File: config.mk
export PLATFORM = sky130hd
export DESIGN_NAME = tclru_ctrl
export DESIGN_NICKNAME = d
export VERILOG_FILES = /design/src/hw/rtl/tclru_pkg.sv /design/src/hw/rtl/tclru_ctrl.sv
export SDC_FILE = /design/constraint.sdc
export NUM_CORES = 1
export LEC_CHECK = 0
export BUFFER_PORTS_ARGS = -buffer_cell sky130_fd_sc_hd__buf_2
export CORE_AREA = 8 8 45 47
export CTS_CLUSTER_DIAMETER = 200
export DETAILED_ROUTE_END_ITERATION = 7
export DIE_AREA = 0 0 53 55
export PLACE_DENSITY = 0.39
export SLEW_MARGIN = 20
export SYNTH_ARGS = -nofsm -noshare
export SYNTH_HDL_FRONTEND = slang
export SYNTH_SLANG_ARGS = --single-unit
File: constraint.sdc
create_clock -name clk -period 3 [get_ports clk]
set_input_delay 0.45 -clock clk [delete_from_list [all_inputs] [get_ports clk]]
set_output_delay 0.45 -clock clk [all_outputs]
set_load 0.01 [all_outputs]
File: src/hw/rtl/tclru_pkg.sv
// Shared types and constants for the tile tag store.
// No dependencies.
`default_nettype none
package tclru_pkg;
  localparam int ENTRIES_DEF = 64;
  localparam int TAG_COL_W = 20;
  localparam int TAG_ROW_W = 20;
  localparam int TAG_ZOOM_W = 5;
  localparam int STAMP_W = 32;
  localparam int SLOT_W = 6;

  localparam logic [1:0] OP_LOOKUP = 2'd0;
  localparam logic [1:0] OP_INSERT = 2'd1;
  localparam logic [1:0] OP_CLEAR = 2'd2;

  // controller -> datapath
  typedef struct packed {
    logic load;      // capture request fields
    logic scan_init; // reset scan pointer and running best
    logic scan_step; // examine one entry
    logic commit;    // apply update and drive result
  } tclru_cmd_t;

  // datapath -> controller
  typedef struct packed {
    logic scan_last;
    logic [1:0] op;
  } tclru_stat_t;
endpackage
`default_nettype wire

File: src/hw/rtl/tclru_ctrl.sv
// Controller for the tile tag store: sequences capture, entry scan and commit.
// Depends on tclru_pkg.
`default_nettype none
module tclru_ctrl
  import tclru_pkg::*;
(
  input  wire logic        clk,
  input  wire logic        rst,
  input  wire logic        start,
  output logic             busy,
  output tclru_cmd_t       cmd,
  input  tclru_stat_t      stat
);
  localparam logic [1:0] S_IDLE = 2'd0;
  localparam logic [1:0] S_INIT = 2'd1;
  localparam logic [1:0] S_SCAN = 2'd2;
  localparam logic [1:0] S_DONE = 2'd3;

  logic [1:0] state, state_next;

  always_ff @(posedge clk) begin
    if (rst) state <= S_IDLE;
    else state <= state_next;
  end

  always_comb begin
    state_next = state;
    cmd = '0;
    case (state)
      S_IDLE: begin
        if (start) begin
          cmd.load = 1'b1;
          state_next = S_INIT;
        end
      end
      S_INIT: begin
        cmd.scan_init = 1'b1;
        // clear and undefined ops need no scan
        if (stat.op == OP_LOOKUP || stat.op == OP_INSERT) state_next = S_SCAN;
        else state_next = S_DONE;
      end
      S_SCAN: begin
        cmd.scan_step = 1'b1;
        if (stat.scan_last) state_next = S_DONE;
      end
      S_DONE: begin
        cmd.commit = 1'b1;
        state_next = S_IDLE;
      end
      default: state_next = S_IDLE;
    endcase
  end

  assign busy = (state != S_IDLE);

`ifndef SYNTHESIS
  a_commit_from_scan: assert property (@(posedge clk) disable iff (rst)
    cmd.commit |-> $past(cmd.scan_step || cmd.scan_init))
    else $error("commit without scan");
  a_load_idle: assert property (@(posedge clk) disable iff (rst)
    cmd.load |=> cmd.scan_init)
    else $error("load not followed by init");
  a_one_cmd: assert property (@(posedge clk) disable iff (rst)
    $onehot0(cmd))
    else $error("overlapping commands");
`endif
endmodule
`default_nettype wire

# [After elaboration in Yosys (flattened, before gate mapping)]
# Index checks and enable logic that the tools add are counted.
[classes] eq_ne=6 mux=9 n_reduce_logical=5
[op_table] operator="2-bit case mux with 4 select lines" count=1
[op_table] operator="1-bit two-way mux" count=6
[op_table] operator="2-bit by 1-bit == test with 1-bit output, second input constant" count=2
[op_table] operator="2-bit == test, second input constant" count=2
[op_table] operator="2-bit zero test" count=2
[op_table] operator="2-bit two-way mux" count=2
[op_table] operator="2-bit inequality test, second input constant" count=2
[op_table] operator="2-bit AND reduction" count=1
[op_table] operator="2-bit nonzero test" count=1
[op_table] operator="1-bit logical OR" count=1
[totals] reg_bits=2 inputBits=6 elab_cells=21

# [Depth between registers and ports, before layout]
# Gate-level depths: netlist of the first run.
[depth] ltp_word=4 mapped_depth=5 mapped_depth_nobuf=5

# [Worst setup path after synthesis of the first run]
# No wires, ideal clock.
[synth_timing] path_kind="register to register" start="register state[0]" end="register state[0]" setup_time_ns=0.132 t_arrival_ns=1.238 path_slack_ns=1.630 path_stages_with_launch=6 synth_period_minus_slack_ns=1.370 cell_sequence="dfxtp_1 -> inv_1 -> ha_1 -> nor2b_1 -> a2111oi_0 -> nor3b_1"
[synth_between] elab_chain_cells=3 word_cells_on_any_way=8
[synth_rtl] element="from (decl)" line_no="tclru_ctrl.sv:19" text="logic [1:0] state, state_next;"
[synth_rtl] element="from (signal assigned)" line_no="tclru_ctrl.sv:23" text="else state <= state_next;"
[synth_rtl] element="2-bit == test or 2-bit zero test (tied branches)" line_no="tclru_ctrl.sv:29" text="case (state)"
[synth_rtl] element="2-bit inequality test (no source line)"
[synth_rtl] element="2-bit AND reduction (no source line)"
# Parallel ways exist; a longest one is shown, timed or not.
# A chain may end at the register's enable or synchronous reset.

==> impl_metrics.yaml, run 1 <==
run_status:
  status: "completed"
clock_tree:
  htree_levels: 1
  cts_root_buffer: "clkbuf_4"
  cts_hold_buffers: 0
  ctsResizeCount: 0
  clock_latency_ns: 0.22
  cts_tree: "built"
  cts_buffers: 3
  cts_buffer_depth: 2
  path_clk_slew_ns: 0.03
  post_cts_buffers: 0
  clock_sinks: 2
route:
  via_per_inst: 3.53
  dr_total_vias: 173
  routedWlPerCell_microns: 9.41
  wl_microns: 461
  drc_errors: 0
  final_antenna_net_count: 0
  drt-initial-drc-count: 1
  firstDrtPassIters: 2
power_and_ir_drop:
  ir_drop_mv: 0.306
  p_per_area_nw_per_um2: 970
  leakage_nw: 0.147
  finalPower_uw: 276
cells_and_area:
  area_growth_pct: 44.6
  largest_reg_flops: 2
  largest-register: "state"
  nFillCells: 161
  nets: 46
  antennaDiodeCount: 0
  drive_gt1_share_pct: 42.4
  largestRegisters: "state x2"
  final_area_sq_um: 284
  instances_no_fill: 49
timing:
  layout_setup_ws_ns: 1.33
  fin_crit_ns: 1.67
  max_freq_ghz: 0.599
  slew_viol_final: 0
  hold_viol: 0
  skew_ns: 0.00153
  slew_headroom_pct: 75.3
  setup_viol: 0
  worstMarginPinSlew_ns: 0.361
  setup-tns-final_ns: 0
  rsz0062_at_grt: "false"
  finalCritPeriodShare_pct: 55.6
floorplan:
  initial_utilization_pct: 14.2
  fp-row-count: 14
  io_pins: 11
  die_x_microns: 53
  design.die.area_sq_um: 2920
  coreArea_sq_um: 1380
  die_h_microns: 55
grt:
  grt_use_met1_pct: 3.18
  overflow: 0
  grt_first_pass_wirelength_microns: 662
  grt_util_met3_pct: 3.48
  grt_pass1_vias: 154
  antenna_found_initial: 0
  gr-usage-all-layers_pct: 3.71
  use_met2_pct: 3.71
  grt_max_degree: 6
  busiest_layer: "met4"
synth:
  synth_seq_cells: 2
  synth_nets: 32
  synthDistinctLibCells: 14
  ys_seq_area_share_pct: 20.4
  yosysTopAreaCell: "ha_1"
  avgSynthCellArea_sq_um: 9.35
  ys_warn_count: 0
  synth_common_cells: "ha_1, inv_1, dfxtp_1"
  synth_edf_count: 0
  syn_inst: 21
  ys_async_sr_fraction_pct: 0
  yosysMostFrequentCell: "ha_1"
  syn_area_sq_um: 196
  synth.top_cell.area_share_pct: 31.8
  synth_flop_cell: "dfxtp_1"
  synth_area_leaders: "ha_1, dfxtp_1, nor2b_4"
hold_path:
  holdPathEnd: "state[1]"
  hold_depth: 2
  hp-start: "rst"
  hp-class: "in2reg"
worst_setup_path:
  crit_arrival_ns: 1.22
  r2r-start: "state[1]"
  rrSetupSlack_ns: 1.54
  r2r-end: "state[0]"
  rr_worst_depth: 5
  crit_fanout: 5
  crit_path_start_kind: "flip-flop"
  endpoint_kind: "output port"
  cp.required_ns: 2.55
  path_class: "reg2out"
placement:
  post_dp_cell_area_sq_um: 262
  place_ws_ns: 1.53
  dp.cells: 46
  io_buffers: 9
  dp_hpwl_microns: 396
  gp_congestion: 0.652
run:
  cap_violations: 0
-- per-layer routing --
layer,vias to the layer above,part of all wire (%)
li1,95,-
met1,70,46
met2,8,37
met3,0,17
met4,0,0
met5,-,0
-- worst max-delay path by stage --
stage,to,slack (ns),startpoint,cells after the start
after CTS,cmd[3],1.30,state[1],4
final,cmd[3],1.33,state[1],4
after detailed placement,state[0],1.53,state[1],5
after floorplan,state[0],1.63,state[0],5
after global placement,state[0],1.55,state[0],5
after global routing,cmd[3],1.23,state[0],4
-- critical path, cell delays in order (launching register included) --
cell	delay, ns
dfxtp_1	0.39
inv_1	0.10
ha_1	0.21
and2_1	0.16
buf_2	0.13
-- cell families after synthesis --
| logic type | synth area share [%] |
|---|---|
| adder cells (fa/ha/maj) | 31.8 |
| buffers and inverters | 5.73 |
| AO/OA/AOI/OAI | 15.3 |
| flip-flops | 20.4 |
| AND/OR/NAND/NOR | 26.8 |
-- placed cells by master, fill, tap and decap left out, drive strengths merged, types with 2 or more instances in the layout --
cell type	n
buf	9
dfxtp	2
ha	5
clkbuf	3
nor2b	2
inv	3
-- layout make-up --
type / instances / area (sq um) / area share, %
multi-input cells: 16 / 145 / 51.1
repair buffers: 9 / 45.0 / 15.9
flip-flops and latches: 2 / 40.0 / 14.1
clock buffers: 3 / 22.5 / 7.93
well taps: 16 / 20.0 / 7.05
inverters: 3 / 11.3 / 3.96
-- stage by stage --
step                hold WS (ns)  util, %
floorplan                  0.512        -
global placement           0.564     18.9
detailed placement         0.571     18.9
CTS                        0.402     20.5
global route               0.396     20.5
finish                     0.409     20.5
-- power breakdown --
group | leakage [nW] | internal [mW] | switching (mW) | total [mW]
combinational | 0.117 | 0.0816 | 0.0814 | 0.163
clock | 0.0138 | 0.0440 | 0.0141 | 0.0582
sequential | 0.0166 | 0.0397 | 0.0147 | 0.0544
total | 0.147 | 0.165 | 0.110 | 0.276
Power figures use the tool's default switching activity.
==> run 2: changes to the inputs <==
--- a/config.mk
+++ b/config.mk
@@ -10,7 +10,7 @@
 export CTS_CLUSTER_DIAMETER = 200
 export DETAILED_ROUTE_END_ITERATION = 7
 export DIE_AREA = 0 0 53 55
-export PLACE_DENSITY = 0.39
+export PLACE_DENSITY = 0.4
 export SLEW_MARGIN = 20
 export SYNTH_ARGS = -nofsm -noshare
 export SYNTH_HDL_FRONTEND = slang
==> constraint.sdc (replaced) <==
create_clock -name clk -period 1.4 [get_ports clk]
set_input_delay 0.21 -clock clk [delete_from_list [all_inputs] [get_ports clk]]
set_output_delay 0.21 -clock clk [all_outputs]
set_load 0.01 [all_outputs]
==> impl_metrics.yaml, run 2 (same netlist as run 1, synthesis figures left out) <==
worst_setup_path:
  crit_path_start_kind: "flip-flop"
  rrSetupSlack_ns: 0.09
  cp.required_ns: 1.19
  cp_slowest_stage_delay_ns: 0.33
  rr_worst_depth: 5
  cpMaxStageDelayCell: "dfxtp_2"
  path_class: "reg2out"
  endpoint_kind: "output port"
  r2r-start: "state[1]"
  crit_fanout: 3
  crit_chain: "inv_2, ha_4, buf_4, and2_1, buf_2"
  r2r-end: "state[1]"
  crit_arrival_ns: 1.15
route:
  firstDrtPassIters: 2
  dr_total_vias: 211
  via_per_inst: 3.70
  drt-initial-drc-count: 2
  wl_microns: 527
  final_antenna_net_count: 0
  drc_errors: 0
  routedWlPerCell_microns: 9.25
hold_path:
  hp-start: "rst"
  hold_depth: 2
  holdPathEnd: "state[1]"
  hp-class: "in2reg"
clock_tree:
  clock_latency_ns: 0.22
  clock_sinks: 2
  htree_levels: 1
  cts_buffers: 3
  cts_buffer_depth: 2
  cts_hold_buffers: 0
  cts_root_buffer: "clkbuf_4"
  path_clk_slew_ns: 0.03
  cts_tree: "built"
timing:
  setup-tns-final_ns: 0
  skew_ns: 0.000357
  max_freq_ghz: 0.733
  fin_hold_ws_ns: 0.171
  slew_headroom_pct: 76.7
  slew_viol_final: 0
  setup_viol: 0
  hold_viol: 0
  worstMarginPinSlew_ns: 0.349
  finalCritPeriodShare_pct: 97.5
  fin_crit_ns: 1.36
cells_and_area:
  nFillCells: 151
  antennaDiodeCount: 0
  instances_no_fill: 57
  largest_reg_flops: 2
  nets: 54
  layout_common_cells: "buf_2, buf_4, ha_1, clkbuf_4"
  largestRegisters: "state x2"
  area_growth_pct: 97.5
  largest-register: "state"
  drive_gt1_share_pct: 78.0
  layout_commonest_cell: "buf_2"
power_and_ir_drop:
  finalPower_uw: 872
  leakage_nw: 0.194
  ir_drop_mv: 0.746
  p_per_area_nw_per_um2: 2250
placement:
  dp_hpwl_microns: 392
  gp_congestion: 0.750
  dp.cells: 53
  io_buffers: 9
run:
  cap_violations: 0
floorplan:
  io_pins: 11
  fp-row-count: 14
  coreArea_sq_um: 1380
  die_x_microns: 53
  initial_utilization_pct: 14.2
  design.die.area_sq_um: 2920
  die_h_microns: 55
grt:
  grt_max_degree: 5
  grt_first_pass_wirelength_microns: 821
  antenna_found_initial: 0
  gr-usage-all-layers_pct: 4.04
  grt_pass1_vias: 218
  overflow: 0
run_status:
  status: "completed"
run 2: cell count changes in the layout (fill, tap and decap cells not counted), moves of 2 or more:
cell     change
dfxtp_1      -2
buf_4        +8
dfxtp_2      +2
inv_1        -2
run 2: through the flow:
stage | utilization [%] | instance area [sq um] | setup slack, ns
finish | 28.0 | 388 | 0.0356
global route | 28.0 | 388 | -0.00236
CTS | 25.1 | 348 | 0.00478
detailed placement | 22.7 | 314 | -0.0681
global placement | 22.7 | 314 | -0.0999
floorplan | - | 196 | 0.0301
run 2: critical path, delay by kind of cell, from the launching register on:
family / cells / cell delay (ns)
adder cells (fa/ha/maj): 1 / 0.15
buffers and inverters: 3 / 0.31
flip-flops: 1 / 0.33
AND/OR/NAND/NOR: 1 / 0.14
run 2: area by class of cell:
type	instances	area [sq um]	share of cell area [%]
multi-input combinational	16	184	47.4
inverter	3	13.8	3.55
sequential	2	42.5	11.0
clock buffer	3	22.5	5.81
timing repair buffer	17	105	27.1
tap	16	20.0	5.16
run 2: worst max path at each step:
stage / from / to / slack, ns / cells past startpoint
floorplan: state[0] / state[0] / 0.03 / 5
detailed placement: state[0] / state[0] / -0.07 / 5
finish: state[1] / cmd[3] / 0.04 / 5
CTS: state[0] / cmd[3] / 0.005 / 5
global route: state[0] / cmd[3] / -0.002 / 5
global placement: state[1] / state[0] / -0.1 / 5
run 2: routing by layer:
layer / global-route usage, % / share of wire (%) / vias up
met5: 0 / 0 / -
met4: 5.17 / 0 / 0
met3: 1.87 / 11 / 0
met2: 5.27 / 46 / 8
met1: 4.24 / 44 / 93
li1: - / - / 110
run 2: what timing repair did:
action | in CTS | in global routing
setup endpoints to repair | 2 | 3
pin swaps | 0 | 2
buffers inserted | 0 | 1
gates resized for setup | 7 | 7
run 2: power breakdown:
part | internal, mW | switching (mW)
logic | 0.376 | 0.256
clock network | 0.0942 | 0.0294
registers | 0.0911 | 0.0253
total | 0.561 | 0.311
==> run 3: changes to the inputs <==
--- a/config.mk
+++ b/config.mk
@@ -6,10 +6,10 @@
 export NUM_CORES = 1
 export LEC_CHECK = 0
 export BUFFER_PORTS_ARGS = -buffer_cell sky130_fd_sc_hd__buf_2
-export CORE_AREA = 8 8 45 47
+export CORE_AREA = 2 2 39 41
 export CTS_CLUSTER_DIAMETER = 200
 export DETAILED_ROUTE_END_ITERATION = 7
-export DIE_AREA = 0 0 53 55
+export DIE_AREA = 0 0 41 43
 export PLACE_DENSITY = 0.4
 export SLEW_MARGIN = 20
 export SYNTH_ARGS = -nofsm -noshare
==> impl_metrics.yaml, run 3 (same netlist as run 1, synthesis figures left out) <==
run_status:
  status: "completed"
worst_setup_path:
  path_class: "reg2out"
  endpoint_kind: "output port"
  cp.required_ns: 1.19
  rr_worst_depth: 6
  r2r-end: "state[0]"
  r2r-start: "state[1]"
  rrSetupSlack_ns: 0.05
  crit_fanout: 3
  crit_path_start_kind: "flip-flop"
  crit_arrival_ns: 1.15
  crit_path_start: "state[1]"
route:
  drt-initial-drc-count: 2
  drc_errors: 0
  routedWlPerCell_microns: 8.97
  dr_total_vias: 219
  via_per_inst: 3.78
  final_antenna_net_count: 0
  wl_microns: 520
  firstDrtPassIters: 3
placement:
  gp_congestion: 0.713
  io_buffers: 9
  post_dp_cell_area_sq_um: 322
  dp_hpwl_microns: 338
timing:
  fin_crit_ns: 1.36
  rsz0062_at_grt: "false"
  max_freq_ghz: 0.734
  finalCritPeriodShare_pct: 97.3
  hold_viol: 0
  skew_ns: 0.00523
  setup-tns-final_ns: 0
  slew_headroom_pct: 81.2
  slew_viol_final: 0
  worstMarginPinSlew_ns: 0.283
  setup_viol: 0
grt:
  gr-usage-all-layers_pct: 6.72
  grt_max_degree: 5
  grt_first_pass_wirelength_microns: 717
  grt_pass1_vias: 176
  antenna_found_initial: 0
  overflow: 0
hold_path:
  hold_depth: 2
  hp-start: "rst"
  holdPathEnd: "state[1]"
  hp-class: "in2reg"
cells_and_area:
  nets: 55
  antennaDiodeCount: 0
  nFillCells: 149
  regArea_sq_um: 45.0
  layout_common_cells: "buf_2, buf_4, clkbuf_4, buf_6"
  multiInputGateArea_sq_um: 206
  layout_commonest_cell: "buf_2"
  drive_gt1_share_pct: 81.0
  largest_reg_flops: 2
  final_area_sq_um: 434
  area_growth_pct: 121
  largest-register: "state"
  largestRegisters: "state x2"
  finish.utilization_pct: 31.4
floorplan:
  design.die.area_sq_um: 1760
  coreArea_sq_um: 1380
  io_pins: 11
  die_x_microns: 41
  die_h_microns: 43
  fp-row-count: 14
  initial_utilization_pct: 14.2
clock_tree:
  cts_root_buffer: "clkbuf_4"
  cts_hold_buffers: 0
  cts_buffer_depth: 2
  clock_sinks: 2
  cts_tree: "built"
  path_clk_slew_ns: 0.03
  clock_latency_ns: 0.22
  cts_buffers: 3
  htree_levels: 1
power_and_ir_drop:
  leakage_nw: 0.203
  ir_drop_mv: 0.871
  p_per_area_nw_per_um2: 2180
run:
  cap_violations: 0
-- run 3: routing by layer --
layer	share of wire [%]	vias up	GRT usage, %
li1	-	113	-
met1	49	98	8.33
met2	47	8	7.19
met3	4.2	0	4.71
met4	0	0	6.00
met5	0	-	0
-- run 3: report_power, final --
group | total, mW | internal, mW | switching (mW)
clock network | 0.127 | 0.0945 | 0.0322
logic | 0.694 | 0.408 | 0.287
registers | 0.125 | 0.0964 | 0.0281
-- run 3: what timing repair did --
action                                 in CTS  in global routing
endpoints found under the hold margin       0                  0
gates resized for setup                     8                 13
buffers inserted                            0                  1
pin swaps                                   0                  2
setup endpoints to repair                   2                  3
-- run 3: how the worst max path moves through the flow --
stage / endpoint / slack (ns) / depth (start not counted)
after floorplan: state[0] / 0.03 / 5
after global placement: state[0] / -0.09 / 5
after detailed placement: state[0] / -0.08 / 5
after CTS: state[0] / -0.009 / 6
after global routing: cmd[3] / 0.002 / 5
final: cmd[3] / 0.04 / 5
-- run 3: worst max-delay path: stages (launching register included) --
cell	delay (ns)
dfxtp_4	0.36
inv_4	0.05
ha_4	0.15
buf_4	0.12
and2_4	0.14
buf_6	0.11
-- run 3: layout make-up --
class / instances / area share (%)
sequential: 2 / 10.4
clock buffer: 3 / 5.19
timing repair buffer: 18 / 29.1
multi-input combinational: 16 / 47.6
tap: 16 / 4.61
inverter: 3 / 3.17
-- run 3: per-stage QoR --
stage	instances	power, mW	worst slack, ns	hold WS (ns)
after floorplan	21	0.369	0.0301	0.272
after global placement	54	0.631	-0.0936	0.391
after detailed placement	54	0.621	-0.0834	0.386
after CTS	57	0.799	-0.00890	0.147
after global routing	58	1.03	0.00162	0.151
final	58	0.946	0.0381	0.156
